<file path="src/sv/ets_pkg.sv">
package ets_pkg;

    // default width of the time registers
    localparam int TIME_BITS_DEF = 24;

    // input field widths
    localparam int CMD_W   = 3;
    localparam int DELTA_W = 16;
    localparam int DIL_W   = 16;

    // scaled delta: (delta * dilation + half) >> frac
    localparam int SCALED_W = 24;
    localparam int DIL_FRAC = 8;
    localparam logic [DELTA_W+DIL_W-1:0] DIL_HALF = (DELTA_W+DIL_W)'(128);

    // progress in q1.16: 16 fraction bits and one integer bit, so one is representable
    localparam int PROG_BITS = 16;
    localparam int PROG_W    = PROG_BITS + 1;
    localparam logic [PROG_W-1:0] PROG_ONE = {1'b1, {PROG_BITS{1'b0}}};

    localparam int LIMIT_W = 9;
    localparam int REPS_W  = 8;

    typedef enum logic [2:0] {
        CMD_INIT   = 3'd0,
        CMD_PLAY   = 3'd1,
        CMD_PAUSE  = 3'd2,
        CMD_RESUME = 3'd3,
        CMD_STOP   = 3'd4,
        CMD_TICK   = 3'd5,
        CMD_RESET  = 3'd6
    } cmd_code_t;

    typedef enum logic [2:0] {
        PH_UNINIT = 3'd0,
        PH_IDLE   = 3'd1,
        PH_DELAY  = 3'd2,
        PH_RUN    = 3'd3,
        PH_PAUSED = 3'd4,
        PH_COOL   = 3'd5
    } phase_t;

    typedef enum logic [2:0] {
        REG_RUN_LENGTH      = 3'd0,
        REG_START_DELAY     = 3'd1,
        REG_COOLDOWN_LENGTH = 3'd2,
        REG_REPEAT_GAP      = 3'd3,
        REG_REPEAT_LIMIT    = 3'd4,
        REG_REPEAT_ENDLESS  = 3'd5,
        REG_SCALED_TIME     = 3'd6,
        REG_DIRECTION_MODE  = 3'd7
    } cfg_reg_t;

    typedef enum logic [1:0] {
        DIR_FOLLOW   = 2'd0,
        DIR_OPPOSITE = 2'd1,
        DIR_FORWARD  = 2'd2,
        DIR_BACKWARD = 2'd3
    } dir_mode_t;

    // controller to datapath
    typedef struct packed {
        logic capture;
        logic scale;
        logic update;
        logic prep;
        logic div_step;
        logic publish;
    } dp_cmd_t;

    // datapath to controller
    typedef struct packed {
        logic out_free;
    } dp_stat_t;

endpackage

</file>
<file path="src/sv/ets_ctrl.sv">
module ets_ctrl (
    input  logic             clk,
    input  logic             rst_n,
    input  logic             in_valid,
    output logic             in_stall,
    output ets_pkg::dp_cmd_t dp_cmd,
    input  ets_pkg::dp_stat_t dp_stat
);
    import ets_pkg::*;

    localparam int CNT_W = $clog2(PROG_BITS);
    localparam logic [CNT_W-1:0] CNT_LAST = CNT_W'(PROG_BITS - 1);

    typedef enum logic [5:0] {
        ST_IDLE   = 6'b000001,
        ST_SCALE  = 6'b000010,
        ST_UPDATE = 6'b000100,
        ST_PREP   = 6'b001000,
        ST_DIV    = 6'b010000,
        ST_DONE   = 6'b100000
    } state_t;

    state_t           state_reg, state_next;
    logic [CNT_W-1:0] cnt_reg, cnt_next;

    always_comb
    begin
        state_next = state_reg;
        cnt_next   = cnt_reg;
        dp_cmd     = '0;
        case (state_reg)
            ST_IDLE:
            begin
                dp_cmd.capture = in_valid;
                if (in_valid)
                begin
                    state_next = ST_SCALE;
                end
            end
            ST_SCALE:
            begin
                dp_cmd.scale = 1'b1;
                state_next   = ST_UPDATE;
            end
            ST_UPDATE:
            begin
                dp_cmd.update = 1'b1;
                state_next    = ST_PREP;
            end
            ST_PREP:
            begin
                dp_cmd.prep = 1'b1;
                cnt_next    = '0;
                state_next  = ST_DIV;
            end
            ST_DIV:
            begin
                dp_cmd.div_step = 1'b1;
                cnt_next        = cnt_reg + CNT_W'(1);
                if (cnt_reg == CNT_LAST)
                begin
                    state_next = ST_DONE;
                end
            end
            ST_DONE:
            begin
                dp_cmd.publish = dp_stat.out_free;
                if (dp_stat.out_free)
                begin
                    state_next = ST_IDLE;
                end
            end
            default:
            begin
                state_next = ST_IDLE;
            end
        endcase
    end

    assign in_stall = (state_reg != ST_IDLE);

    always_ff @(posedge clk or negedge rst_n)
    begin
        if (!rst_n)
        begin
            state_reg <= ST_IDLE;
            cnt_reg   <= '0;
        end
        else
        begin
            state_reg <= state_next;
            cnt_reg   <= cnt_next;
        end
    end

endmodule

</file>
<file path="src/sv/ets_datapath.sv">
module ets_datapath #(
    parameter int TIME_BITS = ets_pkg::TIME_BITS_DEF
) (
    input  logic                         clk,
    input  logic                         rst_n,
    input  ets_pkg::dp_cmd_t             dp_cmd,
    output ets_pkg::dp_stat_t            dp_stat,
    input  logic                         cfg_write,
    input  logic [2:0]                   cfg_index,
    input  logic [TIME_BITS-1:0]         cfg_data,
    input  logic [ets_pkg::CMD_W-1:0]    cmd,
    input  logic [ets_pkg::DELTA_W-1:0]  delta_time,
    input  logic [ets_pkg::DIL_W-1:0]    dilation,
    input  logic                         owner_direction,
    output logic                         out_valid,
    input  logic                         out_stall,
    output logic [2:0]                   phase,
    output logic                         play_event,
    output logic                         pause_event,
    output logic                         resume_event,
    output logic                         stop_event,
    output logic                         stop_interrupted,
    output logic                         step_event,
    output logic                         tick_active,
    output logic                         cooling,
    output logic                         backward,
    output logic [ets_pkg::PROG_W-1:0]   progress
);
    import ets_pkg::*;

    localparam int E   = TIME_BITS + 3;
    localparam int SW0 = (E > SCALED_W + 1) ? E : SCALED_W + 1;
    localparam int SW  = SW0 + 1;
    localparam logic [SW-1:0] EMAX_W = {{(SW-TIME_BITS-2){1'b0}}, {(TIME_BITS+2){1'b1}}};
    localparam logic [E-1:0]  EMAX_E = {1'b0, {(TIME_BITS+2){1'b1}}};

    typedef enum logic [1:0] {
        PSEL_ZERO = 2'd0,
        PSEL_FULL = 2'd1,
        PSEL_DIV  = 2'd2
    } psel_t;

    typedef struct packed {
        logic play;
        logic pause;
        logic resume;
        logic stop;
        logic intr;
        logic step;
        logic tick;
        logic cool;
    } ev_t;

    // configuration
    logic [TIME_BITS-1:0]      rl_reg, sd_reg, cl_reg, gap_reg;
    logic signed [LIMIT_W-1:0] lim_reg;
    logic                      endless_reg, scaled_reg;
    logic [1:0]                dmode_reg;

    // captured transaction and scaled delta
    logic [CMD_W-1:0]    cmd_reg;
    logic [DELTA_W-1:0]  delta_reg;
    logic [DIL_W-1:0]    dil_reg;
    logic                owner_reg;
    logic [SCALED_W-1:0] d_reg;

    // lifecycle state
    phase_t              ph_reg, ph_next;
    logic signed [E-1:0] el_reg, el_next;
    logic [REPS_W-1:0]   rd_reg, rd_next;
    logic                pp_reg, pp_next;
    logic                dir_reg, dir_next;
    ev_t                 ev_reg, ev_next;

    // progress divider
    psel_t                psel_reg;
    logic [TIME_BITS-1:0] rem_reg;
    logic [PROG_BITS-1:0] q_reg;

    // result register
    logic              out_valid_reg;
    logic [2:0]        o_phase_reg;
    ev_t               o_ev_reg;
    logic              o_bwd_reg;
    logic [PROG_W-1:0] o_prog_reg;

    always_ff @(posedge clk or negedge rst_n)
    begin
        if (!rst_n)
        begin
            rl_reg      <= '0;
            sd_reg      <= '0;
            cl_reg      <= '0;
            gap_reg     <= '0;
            lim_reg     <= '0;
            endless_reg <= 1'b0;
            scaled_reg  <= 1'b1;
            dmode_reg   <= DIR_FOLLOW;
        end
        else if (cfg_write)
        begin
            case (cfg_reg_t'(cfg_index))
                REG_RUN_LENGTH:      rl_reg      <= cfg_data;
                REG_START_DELAY:     sd_reg      <= cfg_data;
                REG_COOLDOWN_LENGTH: cl_reg      <= cfg_data;
                REG_REPEAT_GAP:      gap_reg     <= cfg_data;
                REG_REPEAT_LIMIT:    lim_reg     <= $signed(cfg_data[LIMIT_W-1:0]);
                REG_REPEAT_ENDLESS:  endless_reg <= cfg_data[0];
                REG_SCALED_TIME:     scaled_reg  <= cfg_data[0];
                REG_DIRECTION_MODE:  dmode_reg   <= cfg_data[1:0];
                default:             rl_reg      <= rl_reg;
            endcase
        end
    end

    // input capture and delta scaling
    logic [DELTA_W+DIL_W-1:0] prod;
    assign prod = delta_reg * dil_reg + DIL_HALF;

    always_ff @(posedge clk)
    begin
        if (dp_cmd.capture)
        begin
            cmd_reg   <= cmd;
            delta_reg <= delta_time;
            dil_reg   <= dilation;
            owner_reg <= owner_direction;
        end
        if (dp_cmd.scale)
        begin
            d_reg <= scaled_reg ? prod[DIL_FRAC +: SCALED_W] : SCALED_W'(delta_reg);
        end
    end

    // state update
    logic signed [E-1:0]  rl_s, rewind_el, gap_neg, cool_end, adv_el;
    logic signed [SW-1:0] sum;
    logic                 rl_zero, run_done, dir_sel, lim_pos, rep_ok;

    assign rl_s      = $signed({3'b000, rl_reg});
    assign rewind_el = -$signed({3'b000, sd_reg});
    assign gap_neg   = -$signed({3'b000, gap_reg});
    assign cool_end  = $signed({2'b00, {1'b0, rl_reg} + {1'b0, cl_reg}});
    assign rl_zero   = (rl_reg == '0);
    assign sum       = $signed({{(SW-E){el_reg[E-1]}}, el_reg})
                     + $signed({{(SW-SCALED_W){1'b0}}, d_reg});
    assign adv_el    = rl_zero ? el_reg
                     : (sum > $signed(EMAX_W)) ? $signed(EMAX_E) : sum[E-1:0];
    assign run_done  = rl_zero || (adv_el >= rl_s);
    assign lim_pos   = !lim_reg[LIMIT_W-1] && (lim_reg[REPS_W-1:0] != '0);

    always_comb
    begin
        case (dir_mode_t'(dmode_reg))
            DIR_FOLLOW:   dir_sel = owner_reg;
            DIR_OPPOSITE: dir_sel = !owner_reg;
            DIR_FORWARD:  dir_sel = 1'b0;
            default:      dir_sel = 1'b1;
        endcase
    end

    always_comb
    begin
        ph_next  = ph_reg;
        el_next  = el_reg;
        rd_next  = rd_reg;
        pp_next  = pp_reg;
        dir_next = dir_reg;
        ev_next  = '0;
        rep_ok   = 1'b0;
        case (cmd_code_t'(cmd_reg))
            CMD_INIT:
            begin
                el_next  = rewind_el;
                dir_next = dir_sel;
                pp_next  = 1'b0;
                ph_next  = PH_IDLE;
            end
            CMD_PLAY:
            begin
                if (ph_reg == PH_COOL)
                begin
                    pp_next = 1'b1;
                end
                else if (ph_reg == PH_IDLE)
                begin
                    if (sd_reg != '0)
                    begin
                        ph_next = PH_DELAY;
                    end
                    else
                    begin
                        dir_next     = dir_sel;
                        ev_next.play = 1'b1;
                        ph_next      = PH_RUN;
                    end
                end
            end
            CMD_PAUSE:
            begin
                if (ph_reg == PH_RUN)
                begin
                    ev_next.pause = 1'b1;
                    ph_next       = PH_PAUSED;
                end
                else if (ph_reg == PH_DELAY || ph_reg == PH_COOL)
                begin
                    ph_next = PH_PAUSED;
                end
            end
            CMD_RESUME:
            begin
                if (ph_reg == PH_PAUSED)
                begin
                    if (cl_reg != '0 && el_reg >= rl_s)
                    begin
                        ph_next = PH_COOL;
                    end
                    else if (el_reg < 0)
                    begin
                        ph_next = PH_DELAY;
                    end
                    else
                    begin
                        ev_next.resume = 1'b1;
                        ph_next        = PH_RUN;
                    end
                end
            end
            CMD_STOP:
            begin
                if (ph_reg == PH_RUN || ph_reg == PH_PAUSED)
                begin
                    ev_next.stop = 1'b1;
                    ev_next.intr = 1'b1;
                    if (cl_reg != '0)
                    begin
                        el_next      = rl_s;
                        ph_next      = PH_COOL;
                        ev_next.cool = 1'b1;
                    end
                    else
                    begin
                        el_next = rewind_el;
                        ph_next = PH_IDLE;
                    end
                end
                else if (ph_reg == PH_DELAY)
                begin
                    el_next = rewind_el;
                    ph_next = PH_IDLE;
                end
                else if (ph_reg == PH_COOL)
                begin
                    ev_next.cool = 1'b1;
                end
            end
            CMD_TICK:
            begin
                if (ph_reg == PH_RUN)
                begin
                    ev_next.step = 1'b1;
                    ev_next.tick = 1'b1;
                    el_next      = adv_el;
                    if (run_done)
                    begin
                        ev_next.stop = 1'b1;
                        if (endless_reg)
                        begin
                            el_next = gap_neg;
                            rep_ok  = 1'b1;
                        end
                        else if (lim_pos)
                        begin
                            if (rd_reg >= lim_reg[REPS_W-1:0])
                            begin
                                rd_next = '0;
                            end
                            else
                            begin
                                el_next = gap_neg;
                                rd_next = rd_reg + REPS_W'(1);
                                rep_ok  = 1'b1;
                            end
                        end
                        if (rep_ok)
                        begin
                            if (gap_reg != '0)
                            begin
                                ph_next = PH_DELAY;
                            end
                            else
                            begin
                                dir_next     = dir_sel;
                                ev_next.play = 1'b1;
                                ph_next      = PH_RUN;
                            end
                        end
                        else if (cl_reg != '0)
                        begin
                            ph_next = PH_COOL;
                        end
                        else
                        begin
                            el_next = rewind_el;
                            ph_next = PH_IDLE;
                        end
                    end
                end
                else if (ph_reg == PH_DELAY)
                begin
                    ev_next.tick = 1'b1;
                    el_next      = adv_el;
                    if (adv_el >= 0)
                    begin
                        dir_next     = dir_sel;
                        ev_next.play = 1'b1;
                        ph_next      = PH_RUN;
                    end
                end
                else if (ph_reg == PH_COOL)
                begin
                    ev_next.tick = 1'b1;
                    el_next      = adv_el;
                    if (adv_el >= cool_end)
                    begin
                        el_next = rewind_el;
                        pp_next = 1'b0;
                        if (!pp_reg)
                        begin
                            ph_next = PH_IDLE;
                        end
                        else if (sd_reg != '0)
                        begin
                            ph_next = PH_DELAY;
                        end
                        else
                        begin
                            dir_next     = dir_sel;
                            ev_next.play = 1'b1;
                            ph_next      = PH_RUN;
                        end
                    end
                end
            end
            CMD_RESET:
            begin
                if (ph_reg != PH_UNINIT)
                begin
                    el_next = '0;
                    ph_next = PH_UNINIT;
                end
            end
            default:
            begin
                ph_next = ph_reg;
            end
        endcase
    end

    always_ff @(posedge clk or negedge rst_n)
    begin
        if (!rst_n)
        begin
            ph_reg  <= PH_UNINIT;
            el_reg  <= '0;
            rd_reg  <= '0;
            pp_reg  <= 1'b0;
            dir_reg <= 1'b0;
        end
        else if (dp_cmd.update)
        begin
            ph_reg  <= ph_next;
            el_reg  <= el_next;
            rd_reg  <= rd_next;
            pp_reg  <= pp_next;
            dir_reg <= dir_next;
        end
    end

    always_ff @(posedge clk)
    begin
        if (dp_cmd.update)
        begin
            ev_reg <= ev_next;
        end
    end

    // restoring division of elapsed << 16 by run length, one quotient bit a step
    logic [TIME_BITS:0] rem2;
    logic               fits;
    assign rem2 = {rem_reg, 1'b0};
    assign fits = (rem2 >= {1'b0, rl_reg});

    always_ff @(posedge clk)
    begin
        if (dp_cmd.prep)
        begin
            rem_reg <= el_reg[TIME_BITS-1:0];
            q_reg   <= '0;
            if (rl_zero || el_reg >= rl_s)
            begin
                psel_reg <= PSEL_FULL;
            end
            else if (el_reg <= 0)
            begin
                psel_reg <= PSEL_ZERO;
            end
            else
            begin
                psel_reg <= PSEL_DIV;
            end
        end
        else if (dp_cmd.div_step)
        begin
            rem_reg <= fits ? TIME_BITS'(rem2 - {1'b0, rl_reg}) : rem2[TIME_BITS-1:0];
            q_reg   <= {q_reg[PROG_BITS-2:0], fits};
        end
    end

    logic [PROG_W-1:0] p_base, p_dir;

    always_comb
    begin
        case (psel_reg)
            PSEL_ZERO: p_base = '0;
            PSEL_FULL: p_base = PROG_ONE;
            default:   p_base = {1'b0, q_reg};
        endcase
    end

    assign p_dir = dir_reg ? PROG_ONE - p_base : p_base;

    // result register
    assign dp_stat.out_free = !out_valid_reg || !out_stall;

    always_ff @(posedge clk or negedge rst_n)
    begin
        if (!rst_n)
        begin
            out_valid_reg <= 1'b0;
        end
        else if (dp_cmd.publish)
        begin
            out_valid_reg <= 1'b1;
        end
        else if (!out_stall)
        begin
            out_valid_reg <= 1'b0;
        end
    end

    always_ff @(posedge clk)
    begin
        if (dp_cmd.publish)
        begin
            o_phase_reg <= ph_reg;
            o_ev_reg    <= ev_reg;
            o_bwd_reg   <= dir_reg;
            o_prog_reg  <= p_dir;
        end
    end

    assign out_valid        = out_valid_reg;
    assign phase            = o_phase_reg;
    assign play_event       = o_ev_reg.play;
    assign pause_event      = o_ev_reg.pause;
    assign resume_event     = o_ev_reg.resume;
    assign stop_event       = o_ev_reg.stop;
    assign stop_interrupted = o_ev_reg.intr;
    assign step_event       = o_ev_reg.step;
    assign tick_active      = o_ev_reg.tick;
    assign cooling          = o_ev_reg.cool;
    assign backward         = o_bwd_reg;
    assign progress         = o_prog_reg;

endmodule

</file>
<file path="src/sv/effect_timing_sequencer.sv">
// a new transaction is taken only once the last one is through; a 16-step restoring divider
//   turns elapsed time over run length into a q0.16 quotient for the progress
// the input side opens again while a finished result still waits on a stalled output
// reset (rst_n low, asynchronous): phase not initialized, elapsed, repeat count,
//   pending play and direction cleared, config registers zero except scaled time set
module effect_timing_sequencer #(
    parameter int TIME_BITS = ets_pkg::TIME_BITS_DEF
) (
    input  logic                         clk,
    input  logic                         rst_n,
    // configuration write port
    input  logic                         cfg_write,
    input  logic [2:0]                   cfg_index,
    input  logic [TIME_BITS-1:0]         cfg_data,
    // command channel
    input  logic                         in_valid,
    output logic                         in_stall,
    input  logic [ets_pkg::CMD_W-1:0]    cmd,
    input  logic [ets_pkg::DELTA_W-1:0]  delta_time,
    input  logic [ets_pkg::DIL_W-1:0]    dilation,
    input  logic                         owner_direction,
    // result channel
    output logic                         out_valid,
    input  logic                         out_stall,
    output logic [2:0]                   phase,
    output logic                         play_event,
    output logic                         pause_event,
    output logic                         resume_event,
    output logic                         stop_event,
    output logic                         stop_interrupted,
    output logic                         step_event,
    output logic                         tick_active,
    output logic                         cooling,
    output logic                         backward,
    output logic [ets_pkg::PROG_W-1:0]   progress
);
    import ets_pkg::*;

    // sequencer steps: capture, scale delta, update lifecycle, divider prep,
    // 16 divide steps, publish into the output register
    dp_cmd_t  dp_cmd;
    dp_stat_t dp_stat;

    ets_ctrl u_ctrl (
        .clk      (clk),
        .rst_n    (rst_n),
        .in_valid (in_valid),
        .in_stall (in_stall),
        .dp_cmd   (dp_cmd),
        .dp_stat  (dp_stat)
    );

    // datapath keeps config, lifecycle state, divider and the result register
    ets_datapath #(
        .TIME_BITS (TIME_BITS)
    ) u_datapath (
        .clk              (clk),
        .rst_n            (rst_n),
        .dp_cmd           (dp_cmd),
        .dp_stat          (dp_stat),
        .cfg_write        (cfg_write),
        .cfg_index        (cfg_index),
        .cfg_data         (cfg_data),
        .cmd              (cmd),
        .delta_time       (delta_time),
        .dilation         (dilation),
        .owner_direction  (owner_direction),
        .out_valid        (out_valid),
        .out_stall        (out_stall),
        .phase            (phase),
        .play_event       (play_event),
        .pause_event      (pause_event),
        .resume_event     (resume_event),
        .stop_event       (stop_event),
        .stop_interrupted (stop_interrupted),
        .step_event       (step_event),
        .tick_active      (tick_active),
        .cooling          (cooling),
        .backward         (backward),
        .progress         (progress)
    );

    // one transaction at a time: an accepted command closes the input side
    a_busy_after_accept: assert property (@(posedge clk) disable iff (!rst_n)
        in_valid && !in_stall |=> in_stall)
        else $error("input side open right after a transaction");

    // an interrupted flag only comes with a stop
    a_intr_has_stop: assert property (@(posedge clk) disable iff (!rst_n)
        out_valid && stop_interrupted |-> stop_event)
        else $error("stop_interrupted without stop_event");

    // play and resume events always leave the effect running
    a_play_runs: assert property (@(posedge clk) disable iff (!rst_n)
        out_valid && (play_event || resume_event) |-> phase == PH_RUN)
        else $error("play or resume event outside running phase");

    // a pause event leaves the effect paused
    a_pause_paused: assert property (@(posedge clk) disable iff (!rst_n)
        out_valid && pause_event |-> phase == PH_PAUSED)
        else $error("pause event outside paused phase");

    // progress never passes complete
    a_prog_range: assert property (@(posedge clk) disable iff (!rst_n)
        out_valid |-> progress <= PROG_ONE)
        else $error("progress above one");

endmodule
</file>
<file path="config.mk">
export PLATFORM = sky130hd
export DESIGN_NAME = effect_timing_sequencer
export DESIGN_NICKNAME = d
export VERILOG_FILES = /design/src/sv/ets_pkg.sv /design/src/sv/ets_ctrl.sv /design/src/sv/ets_datapath.sv /design/src/sv/effect_timing_sequencer.sv
export SDC_FILE = /design/constraint.sdc
export NUM_CORES = 1
export LEC_CHECK = 0
export ABC_AREA = 0
export BUFFER_PORTS_ARGS = -buffer_cell sky130_fd_sc_hd__buf_2
export CORE_AREA = 2 2 214 216
export CTS_BUF_LIST = sky130_fd_sc_hd__clkbuf_16
export CTS_CLUSTER_SIZE = 40
export DETAILED_ROUTE_END_ITERATION = 12
export DIE_AREA = 0 0 216 218
export GPL_TIMING_DRIVEN = 1
export PLACE_DENSITY = 0.9
export SKIP_LAST_GASP = 1
export SLEW_MARGIN = 15
export SYNTH_ARGS = -nofsm -noshare
export SYNTH_HDL_FRONTEND = slang
export SYNTH_SLANG_ARGS = --single-unit
export TNS_END_PERCENT = 10
</file>
<file path="constraint.sdc">
create_clock -name clk -period 9.75 [get_ports clk]
set_input_delay 2.4375 -clock clk [delete_from_list [all_inputs] [get_ports clk]]
set_output_delay 2.4375 -clock clk [all_outputs]
set_load 0.02 [all_outputs]
</file>
## Word level (Yosys, flattened, before mapping)

Cells that the tools add are included.

| cells by class | value |
|---|---|
| $add $sub $neg | 9 |
| multiply operators | 1 |
| magnitude comparators | 9 |
| eq/ne operators | 51 |
| muxes and demuxes | 111 |
| bitwise logic cells | 3 |
| reduce and logical (&&, ||, !) cells | 41 |

Operators by type and width:

| operator | count |
|---|---|
| 27-bit two-way mux | 16 |
| 27-bit case mux with 4 select lines | 1 |
| 24-bit two-way mux | 3 |
| 24-bit nonzero test | 3 |
| 1-bit two-way mux | 56 |
| 27-bit by 25-bit greater-or-equal comparator with 1-bit output | 2 |
| 24-bit negation with 27-bit output | 2 |
| 3-bit two-way mux | 17 |
| 6-bit case mux with 6 select lines | 1 |
| 17-bit case mux with 2 select lines | 1 |
| 32-bit by 8-bit adder with 32-bit output, second input constant | 1 |
| 16-bit by 16-bit multiplier with 32-bit output | 1 |
| 27-bit by 25-bit adder with 28-bit output | 1 |
| 28-bit by 27-bit > comparator with 1-bit output, second input constant | 1 |
| 3-bit == test, second input constant | 9 |
| 27-bit by 1-bit greater-or-equal comparator with 1-bit output, second input constant | 1 |
| 27-bit by 26-bit greater-or-equal comparator with 1-bit output | 1 |
| 27-bit by 1-bit less-or-equal comparator with 1-bit output, second input constant | 1 |
| 27-bit by 1-bit < comparator with 1-bit output, second input constant | 1 |
| 24-bit by 24-bit adder with 25-bit output | 1 |
| 25-bit by 24-bit greater-or-equal comparator with 1-bit output | 1 |
| 24-bit zero test | 1 |
| 24-bit subtractor | 1 |
| 3-bit case mux with 7 select lines | 1 |
| other kinds (50) | 101 |

| word-level totals | value |
|---|---|
| register bits after elaboration | 299 |
| input bits | 68 |
| logic and storage cells | 269 |

## Depth between registers and ports, before layout

Gate-level depths: netlist of the first run.

| depth | value |
|---|---|
| depth after elaboration | 13 |
| mapped depth | 28 |

## Modules after synthesis

From an unflattened synthesis of the first run, not the netlist that was laid out.

| second synthesis, totals | value |
|---|---|
| cells, all modules | 3010 |
| area total of the unflattened synthesis | 28277.1 um2 |

Modules (own cells, without submodules):

| module | times used | cells an instance | area an instance (um2) |
|---|---|---|---|
| ets_datapath | 1 | 2951 | 27746.6 |
| ets_ctrl | 1 | 59 | 530.5 |

## Worst setup path before layout of the first run

No wires, ideal clock.

| path | value |
|---|---|
| kind | register to register |
| start point | register u_datapath.dil_reg[6] |
| end point | register u_datapath.d_reg[22] (data pin) |
| arrival time | 6.564 ns |
| required time | 9.492 ns |
| slack | 2.928 ns |
| cell stages (with the launch flop) | 24 |
| period minus slack after synthesis | 6.822 ns |
| path through | edfxtp_1 clkbuf_1 nand2_1 fa_1 inv_1 fa_1 fa_1 fa_1 inv_1 fa_1 inv_1 fa_1 ha_1 a21o_1 a2111oi_0 a21bo_2 a32oi_1 o211ai_1 a31oi_1 nor2_1 o41ai_1 o21bai_1 xnor2_1 nor2_1 |

| on the way | value |
|---|---|
| longest elaborated chain between the ends | 2 |

RTL lines:

| what | RTL line | source |
|---|---|---|
| from (decl) | ets_datapath.sv:63 | `logic [DIL_W-1:0] dil_reg;` |
| from (signal assigned) | ets_datapath.sv:126 | `dil_reg <= dilation;` |
| 16-bit by 16-bit multiplier with 32-bit output | ets_datapath.sv:118 | `assign prod = delta_reg * dil_reg + DIL_HALF;` |
| 32-bit by 8-bit adder with 32-bit output | ets_datapath.sv:118 |  |
| to (signal assigned) | ets_datapath.sv:131 | `d_reg <= scaled_reg ? prod[DIL_FRAC +: SCALED_W] : SCALED_W'(delta_reg);` |
| to (decl) | ets_datapath.sv:65 | `logic [SCALED_W-1:0] d_reg;` |

Every way passes these cells.
A chain may end at the register's enable or synchronous reset.

## Worst setup path after layout of the first run

| path | value |
|---|---|
| start point | register u_datapath.el_reg[16] |
| end point | register u_datapath.el_reg[22] |

| on the way | value |
|---|---|
| longest elaborated chain between the ends | 12 |
| elaborated cells on any way between the ends | 18 |
| those cells by class | 1 x add/sub; 3 x order compare; 13 x mux; 1 x reduce/logical |

RTL lines:

| what | RTL line | source |
|---|---|---|
| from (decl) | ets_datapath.sv:69 | `logic signed [E-1:0] el_reg, el_next;` |
| from (signal assigned) | ets_datapath.sv:374 | `el_reg <= el_next;` |
| 27-bit by 25-bit adder with 28-bit output | ets_datapath.sv:146 | `+ $signed({{(SW-SCALED_W){1'b0}}, d_reg});` |
| 28-bit by 27-bit > comparator with 1-bit output | ets_datapath.sv:148 | `: (sum > $signed(EMAX_W)) ? $signed(EMAX_E) : sum[E-1:0];` |
| 27-bit two-way mux | ets_datapath.sv:148 |  |
| 27-bit two-way mux * | ets_datapath.sv:147 | `assign adv_el = rl_zero ? el_reg` |
| branches (longest 6 deep; another with 27-bit by 26-bit greater-or-equal comparator with 1-bit output) | - |  |
| 27-bit two-way mux * | ets_datapath.sv:260 | `if (ph_reg == PH_RUN)` |
| 27-bit case mux with 4 select lines * | ets_datapath.sv:171 | `case (cmd_code_t'(cmd_reg))` |

Every way passes the cells marked *. The select of a mux whose other input is x is not followed.

==> results.json, run 1 <==
{
  "status": "complete, no violations",
  "critPathMaxFanout": 16,
  "drc": 0,
  "holdCritPathClass": "reg2reg",
  "firstDrtPassIters": 6,
  "synthTopCellsByCount": "nand2_1 (338), inv_1 (313), ha_1 (269)",
  "period_minus_slack_ns": 7.96,
  "ys.flop_type": "dfrtp_1",
  "vias": 24700,
  "worstPathArrival_ns": 8.42,
  "seq_area_frac_synth_pct": 28.3,
  "required_ns": 10.22,
  "r2r_setup_slack_ns": 1.79,
  "slowest_stage": "a221oi_1",
  "cts_resized": 0,
  "whs_ns": 0.426,
  "wl_per_cell_um": 23.9,
  "grt_max_degree": 104,
  "cts.path.max_buffers": 3,
  "syn_nets": 3605,
  "tightest_slew_ns": 1.24,
  "grt_usage_pct": 38.3,
  "core.rowCount": 78,
  "min-delay-start": "u_datapath.ev_reg[2]",
  "postRouteAntennaNets": 0,
  "cts_max_level": 2,
  "clkSlewWorstSetupHoldPaths_ns": 0.06,
  "cp-start-kind": "flop",
  "grt_pass1_wl_um": 140000,
  "yosysMostFrequentCell": "nand2_1",
  "cts-buffers-inserted": 37,
  "slew_headroom_pct": 15.4,
  "clk-insertion-delay-late_ns": 0.58,
  "synth_area_leader_cell": "dfrtp_1",
  "post_cts_buffers": 0,
  "max_cap_violations": 0,
  "path_cells": "ha_1 -> a211oi_1 -> o21ai_0 -> a211o_1 -> a31o_2 -> a221oi_1 -> a21o_1 -> a31oi_1 -> ha_1 -> nand4_1 -> or4_1 -> o311ai_0 -> o21ai_0 -> a311o_1 -> a21oi_2 -> buf_4 -> mux2i_1 -> o21ai_0 -> o21a_1",
  "crit_top_cell": "o21ai_0",
  "place_congestion": 1.10,
  "synth_area_leaders": "dfrtp_1 (14%), fa_1 (14%), edfxtp_1 (13%)",
  "hold_depth": 0,
  "r2r_cells": 19,
  "grt-ovfl-total": 0,
  "synth_area_um2": 28300,
  "synth-edff-count": 123,
  "dpl.hpwl_um": 67900,
  "first_iter_violations": 2733,
  "via_per_inst": 6.60,
  "layout-drive-gt1-share_pct": 9.87,
  "die_h_um": 218,
  "cpPeakStageDelay_ns": 0.85,
  "die_area_um2": 47100,
  "r2r_end": "u_datapath.el_reg[22]",
  "n_fill_cell": 3415,
  "clock_skew_ns": 0.0396,
  "ys_seq_elements": 299,
  "fin_crit_sh_pct": 81.6,
  "core_area_um2": 44900,
  "clock_sinks": 299,
  "hold_viol_final": 0,
  "yosysWarnings": 0,
  "die_x_um": 216,
  "cts_hold_buf": 0,
  "holdPathEnd": "u_datapath.step_event",
  "syn_to_final_growth_pct": 7.87,
  "synth.top_cell.area_share_pct": 14.0,
  "first_global_vias": 25100,
  "rsz0062_at_grt": "no",
  "ios": 99,
  "antenna_found_initial": 2,
  "largest_reg_flops": 27,
  "end_kind": "flop",
  "async_flop_share_pct": 53.5,
  "syn_inst": 3071,
  "setup_violations": 0,
  "max_freq_mhz": 126,
  "final.setup.tns_ns": 0,
  "synth_cell_types": 83,
  "fin_nets": 3646,
  "syn_area_per_cell_um2": 9.22,
  "drv_slew": 0,
  "cts_tree": "built",
  "r2r_start": "u_datapath.el_reg[16]",
  "totalWireLength_um": 89500,
  "cts_root_buf": "clkbuf_16",
  "port_buffers": 98,
  "initial_core_util_pct": 63.1,
  "path_class": "reg2reg"
}
-- cells in the final DEF (no fill, tap or decap), types with 20 or more instances in the layout --
| master | count |
|---|---|
| mux2i_1 | 38 |
| nor4_1 | 33 |
| xor2_1 | 68 |
| dfrtp_1 | 158 |
| inv_1 | 319 |
| o21a_1 | 27 |
| nor3_1 | 40 |
| a21oi_1 | 146 |
| clkbuf_16 | 38 |
| nor2_1 | 194 |
| and2_1 | 115 |
| nand2b_1 | 26 |
| mux2_2 | 94 |
| nand4_1 | 32 |
| xnor2_1 | 64 |
| buf_2 | 97 |
| ha_1 | 269 |
| a31oi_1 | 34 |
| nand2_1 | 338 |
| a211oi_1 | 23 |
| a21o_1 | 44 |
| buf_4 | 26 |
| edfxtp_1 | 123 |
| fa_1 | 197 |
| o21ai_0 | 188 |
| nand3_1 | 61 |
| o31ai_1 | 25 |
| nor2b_1 | 20 |
-- kinds of logic after synthesis --
family                     count (synthesis)  synth area share [%]
muxes                                    132                  5.08
DFF                                      299                  28.3
xor gates and xnor gates                 132                  4.08
adders and majority gates                466                  25.8
AOI/OAI and AO/OA                        659                  14.9
and+or+nand+nor                          947                  16.0
buffers and inverters                    436                  5.80
-- area by class of cell --
class	count	area (µm²)	share of cell area [%]
diodes	1	2.50	0.00819
clock buffers	38	951	3.11
clock inverters	29	253	0.827
inverters	314	1180	3.86
multi-input cells	2336	18700	61.2
flip-flops and latches	299	8020	26.3
well taps	600	751	2.46
repair buffers	124	692	2.26
-- per-layer routing --
layer  vias up  GRT usage, %  routed length, µm
met2      1483          62.4              41400
met1     12000          47.2              32900
met5         -             0                 13
met4         2          25.6               6690
met3       406          6.40               8430
li1      10800             -                  -
-- how the worst max path moves through the flow --
stage / cells after the start / start / to / slack [ns]
floorplan: 23 / u_datapath.dil_reg[6] / u_datapath.d_reg[22] / 2.93
global placement: 22 / u_datapath.delta_reg[6] / u_datapath.d_reg[22] / 2.18
detailed placement: 22 / u_datapath.delta_reg[5] / u_datapath.d_reg[22] / 2.04
CTS: 22 / u_datapath.delta_reg[6] / u_datapath.d_reg[22] / 1.97
global route: 22 / u_datapath.el_reg[0] / u_datapath.el_reg[13] / 1.51
finish: 19 / u_datapath.el_reg[16] / u_datapath.el_reg[22] / 1.79
-- per-stage QoR --
stage                     util (%)  std cells  instance area, µm²  worst slack, ns
after floorplan                  -       3071               28300             2.93
after global placement        65.4       3673               29300             2.18
after detailed placement      65.4       3673               29300             2.04
after CTS                     68.0       3740               30500             1.97
after global routing          68.0       3740               30500             1.51
final                         68.1       3741               30600             1.79
-- worst max-delay path, delay by kind of cell, from the launching register on --
family / cells / cell delay (ns)
buffers and inverters: 1 / 0.41
flip-flops: 1 / 0.52
multiplexers: 1 / 0.22
AO/OA/AOI/OAI: 13 / 5.09
AND/OR/NAND/NOR: 2 / 0.69
adder cells (fa/ha/maj): 2 / 0.90
Power of run 1 is not shown: default switching activity piles up to over one toggle a cycle in this logic, so the estimate is an artifact.
==> run 2: changes to the inputs <==
--- a/config.mk
+++ b/config.mk
@@ -5,15 +5,15 @@
 export SDC_FILE = /design/constraint.sdc
 export NUM_CORES = 1
 export LEC_CHECK = 0
-export ABC_AREA = 0
+export ABC_AREA = 1
 export BUFFER_PORTS_ARGS = -buffer_cell sky130_fd_sc_hd__buf_2
-export CORE_AREA = 2 2 214 216
+export CORE_AREA = 2 2 230 232
 export CTS_BUF_LIST = sky130_fd_sc_hd__clkbuf_16
 export CTS_CLUSTER_SIZE = 40
 export DETAILED_ROUTE_END_ITERATION = 12
-export DIE_AREA = 0 0 216 218
+export DIE_AREA = 0 0 232 234
 export GPL_TIMING_DRIVEN = 1
-export PLACE_DENSITY = 0.9
+export PLACE_DENSITY = 0.88
 export SKIP_LAST_GASP = 1
 export SLEW_MARGIN = 15
 export SYNTH_ARGS = -nofsm -noshare
==> constraint.sdc (replaced) <==
create_clock -name clk -period 6.65 [get_ports clk]
set_input_delay 1.6625 -clock clk [delete_from_list [all_inputs] [get_ports clk]]
set_output_delay 1.6625 -clock clk [all_outputs]
set_load 0.02 [all_outputs]
==> run 2 against run 1 <==
Net effect:
- global-route usage decreased by 4.3 points
- non-clock buffer count grew 46
- utilization decreased by 4.9 points
- first-iteration DRC count increased by 13%
- die area is 15% higher
- worst hold slack worse by 0.012 ns
- critical path depth grew 3
- critical endpoint is now u_datapath.d_reg[23]
==> results.json, run 2 <==
{
  "holdCritPathClass": "reg2reg",
  "cts_hold_buf": 0,
  "layout-drive-gt1-share_pct": 7.34,
  "cp-start-kind": "flop",
  "core_area_um2": 52000,
  "initial_core_util_pct": 58.4,
  "die_h_um": 234,
  "core.rowCount": 84,
  "seq_area_frac_synth_pct": 26.4,
  "grt_usage_pct": 34.1,
  "vias": 28100,
  "wl_per_cell_um": 18.8,
  "clock_sinks": 299,
  "cts-buffers-inserted": 36,
  "drv_slew": 0,
  "syn_area_per_cell_um2": 7.43,
  "final_cell_mix": "nand2_1 (1125), inv_1 (716), ha_1 (269)",
  "fin_crit_sh_pct": 93.9,
  "grt-ovfl-total": 0,
  "cts_max_level": 2,
  "postRouteAntennaNets": 0,
  "ys_seq_elements": 299,
  "final_core_util_pct": 63.1,
  "firstDrtPassIters": 6,
  "cts_root_buf": "clkbuf_16",
  "end_kind": "flop",
  "via_per_inst": 5.79,
  "clkSlewWorstSetupHoldPaths_ns": 0.06,
  "max_freq_mhz": 160,
  "r2r_start": "u_datapath.delta_reg[4]",
  "async_flop_share_pct": 53.5,
  "clk-insertion-delay-late_ns": 0.59,
  "cts_resized": 0,
  "fin_nets": 4675,
  "ys.flop_type": "dfrtp_1",
  "slew_headroom_pct": 23.1,
  "status": "complete, no violations",
  "ios": 99,
  "synth.top_cell.area_share_pct": 13.9,
  "holdPathEnd": "u_datapath.play_event",
  "period_minus_slack_ns": 6.25,
  "tightest_slew_ns": 1.15,
  "hold_depth": 0,
  "cts.path.max_buffers": 3,
  "required_ns": 6.98,
  "grt_pass1_wl_um": 144000,
  "synth_area_um2": 30400,
  "yosysMostFrequentCell": "nand2_1",
  "min-delay-start": "u_datapath.ev_reg[7]",
  "synth_cell_types": 64,
  "synth_area_leaders": "nand2_1 (14%), dfrtp_1 (13%), fa_1 (13%)",
  "totalWireLength_um": 91400,
  "dpl.hpwl_um": 69600,
  "r2r_setup_slack_ns": 0.40,
  "hold_viol_final": 0,
  "place_congestion": 1.05,
  "max_cap_violations": 0,
  "r2r_cells": 22,
  "yosysWarnings": 0,
  "first_global_vias": 27200,
  "r2r_end": "u_datapath.d_reg[23]",
  "rsz0062_at_grt": "no",
  "final.setup.tns_ns": 0,
  "syn_nets": 4623,
  "syn_to_final_growth_pct": 8.11,
  "cts_tree": "built",
  "worstPathArrival_ns": 6.58,
  "die_x_um": 232,
  "path_class": "reg2reg",
  "die_area_um2": 54300,
  "final_common_cell": "nand2_1",
  "drc": 0,
  "critPathMaxFanout": 17,
  "port_buffers": 98,
  "synthTopCellsByCount": "nand2_1 (1126), inv_1 (711), ha_1 (269)",
  "grt_max_degree": 113,
  "synth_area_leader_cell": "nand2_1",
  "synth-edff-count": 123,
  "setup_violations": 0,
  "clock_skew_ns": 0.0415,
  "antenna_found_initial": 3,
  "first_iter_violations": 3086,
  "largest_reg_flops": 27,
  "syn_inst": 4089
}
-- run 2: changes by cell type in the layout (fill, tap and decap cells not counted), sizes merged, moves of 46 or more --
cell and delta:
nand2 +792, mux2 -94, buf +46, nand3 +152
a21oi +68, and2 -110, o21ai +72, inv +414
-- run 2: layout make-up --
cell class | instances | area, µm²
multi-input cells | 2908 | 19000
fillers | 4434 | 19200
inverters | 726 | 2730
repair buffers | 170 | 1040
clock inverters | 28 | 245
clock buffers | 38 | 951
well taps | 688 | 861
flip-flops and latches | 299 | 8020
diodes | 1 | 2.50
-- run 2: how the worst max path moves through the flow --
stage	startpoint	end	cells after the start
floorplan	u_datapath.delta_reg[7]	u_datapath.d_reg[17]	24
finish	u_datapath.delta_reg[4]	u_datapath.d_reg[23]	22
detailed placement	u_datapath.dil_reg[6]	u_datapath.d_reg[17]	22
global placement	u_datapath.dil_reg[6]	u_datapath.d_reg[23]	24
global route	u_datapath.delta_reg[4]	u_datapath.d_reg[17]	20
CTS	u_datapath.dil_reg[6]	u_datapath.d_reg[17]	22
-- run 2: metal layers --
metal	track usage, %	up-vias	wire length [µm]
li1	-	13200	-
met5	0	-	26
met4	19.9	4	6110
met3	6.54	386	8750
met2	55.7	1483	41800
met1	42.2	13100	34700
-- run 2: cells by family (layout without fill, tap and decap cells) --
| group | after synthesis | count (layout) | share of synthesized area (%) |
|---|---|---|---|
| AOI/OAI and AO/OA | 596 | 596 | 10.9 |
| buffers and inverters | 882 | 962 | 11.2 |
| and+or+nand+nor | 1730 | 1730 | 24.1 |
| DFF | 299 | 299 | 26.4 |
| adders and majority gates | 466 | 466 | 24.1 |
| xor gates and xnor gates | 116 | 116 | 3.34 |
| other | 0 | 1 | 0 |
-- run 2: worst max-delay path, cell delays in order (launching register included) --
cell,delay (ns)
edfxtp_1,0.77
nand2_1,0.18
fa_1,0.52
fa_1,0.43
fa_1,0.56
inv_1,0.06
fa_1,0.48
inv_1,0.06
fa_1,0.53
inv_1,0.05
fa_1,0.47
ha_1,0.36
nand2_1,0.08
nor3_1,0.20
nand2_1,0.08
o21ai_1,0.29
nand4_1,0.14
o211ai_1,0.18
a21oi_1,0.17
inv_1,0.10
a31oi_1,0.09
o21ai_0,0.15
a21oi_1,0.06
-- run 2: per-stage QoR --
stage                     std cells  setup WS, ns  hold slack, ns  area, µm²
final                          4858         0.404           0.414      32800
after global routing           4858        0.0490           0.418      32800
after CTS                      4842         0.253           0.415      32700
after detailed placement       4776         0.229           0.405      31500
after global placement         4776         0.375           0.402      31500
after floorplan                4089         0.641           0.400      30400
-- run 2: repair_timing --
action	in CTS	in global routing
endpoints found under the setup margin	0	7
hold endpoints to repair	0	0
setup buffers	0	15
Power of run 2 is left out for the same reason.
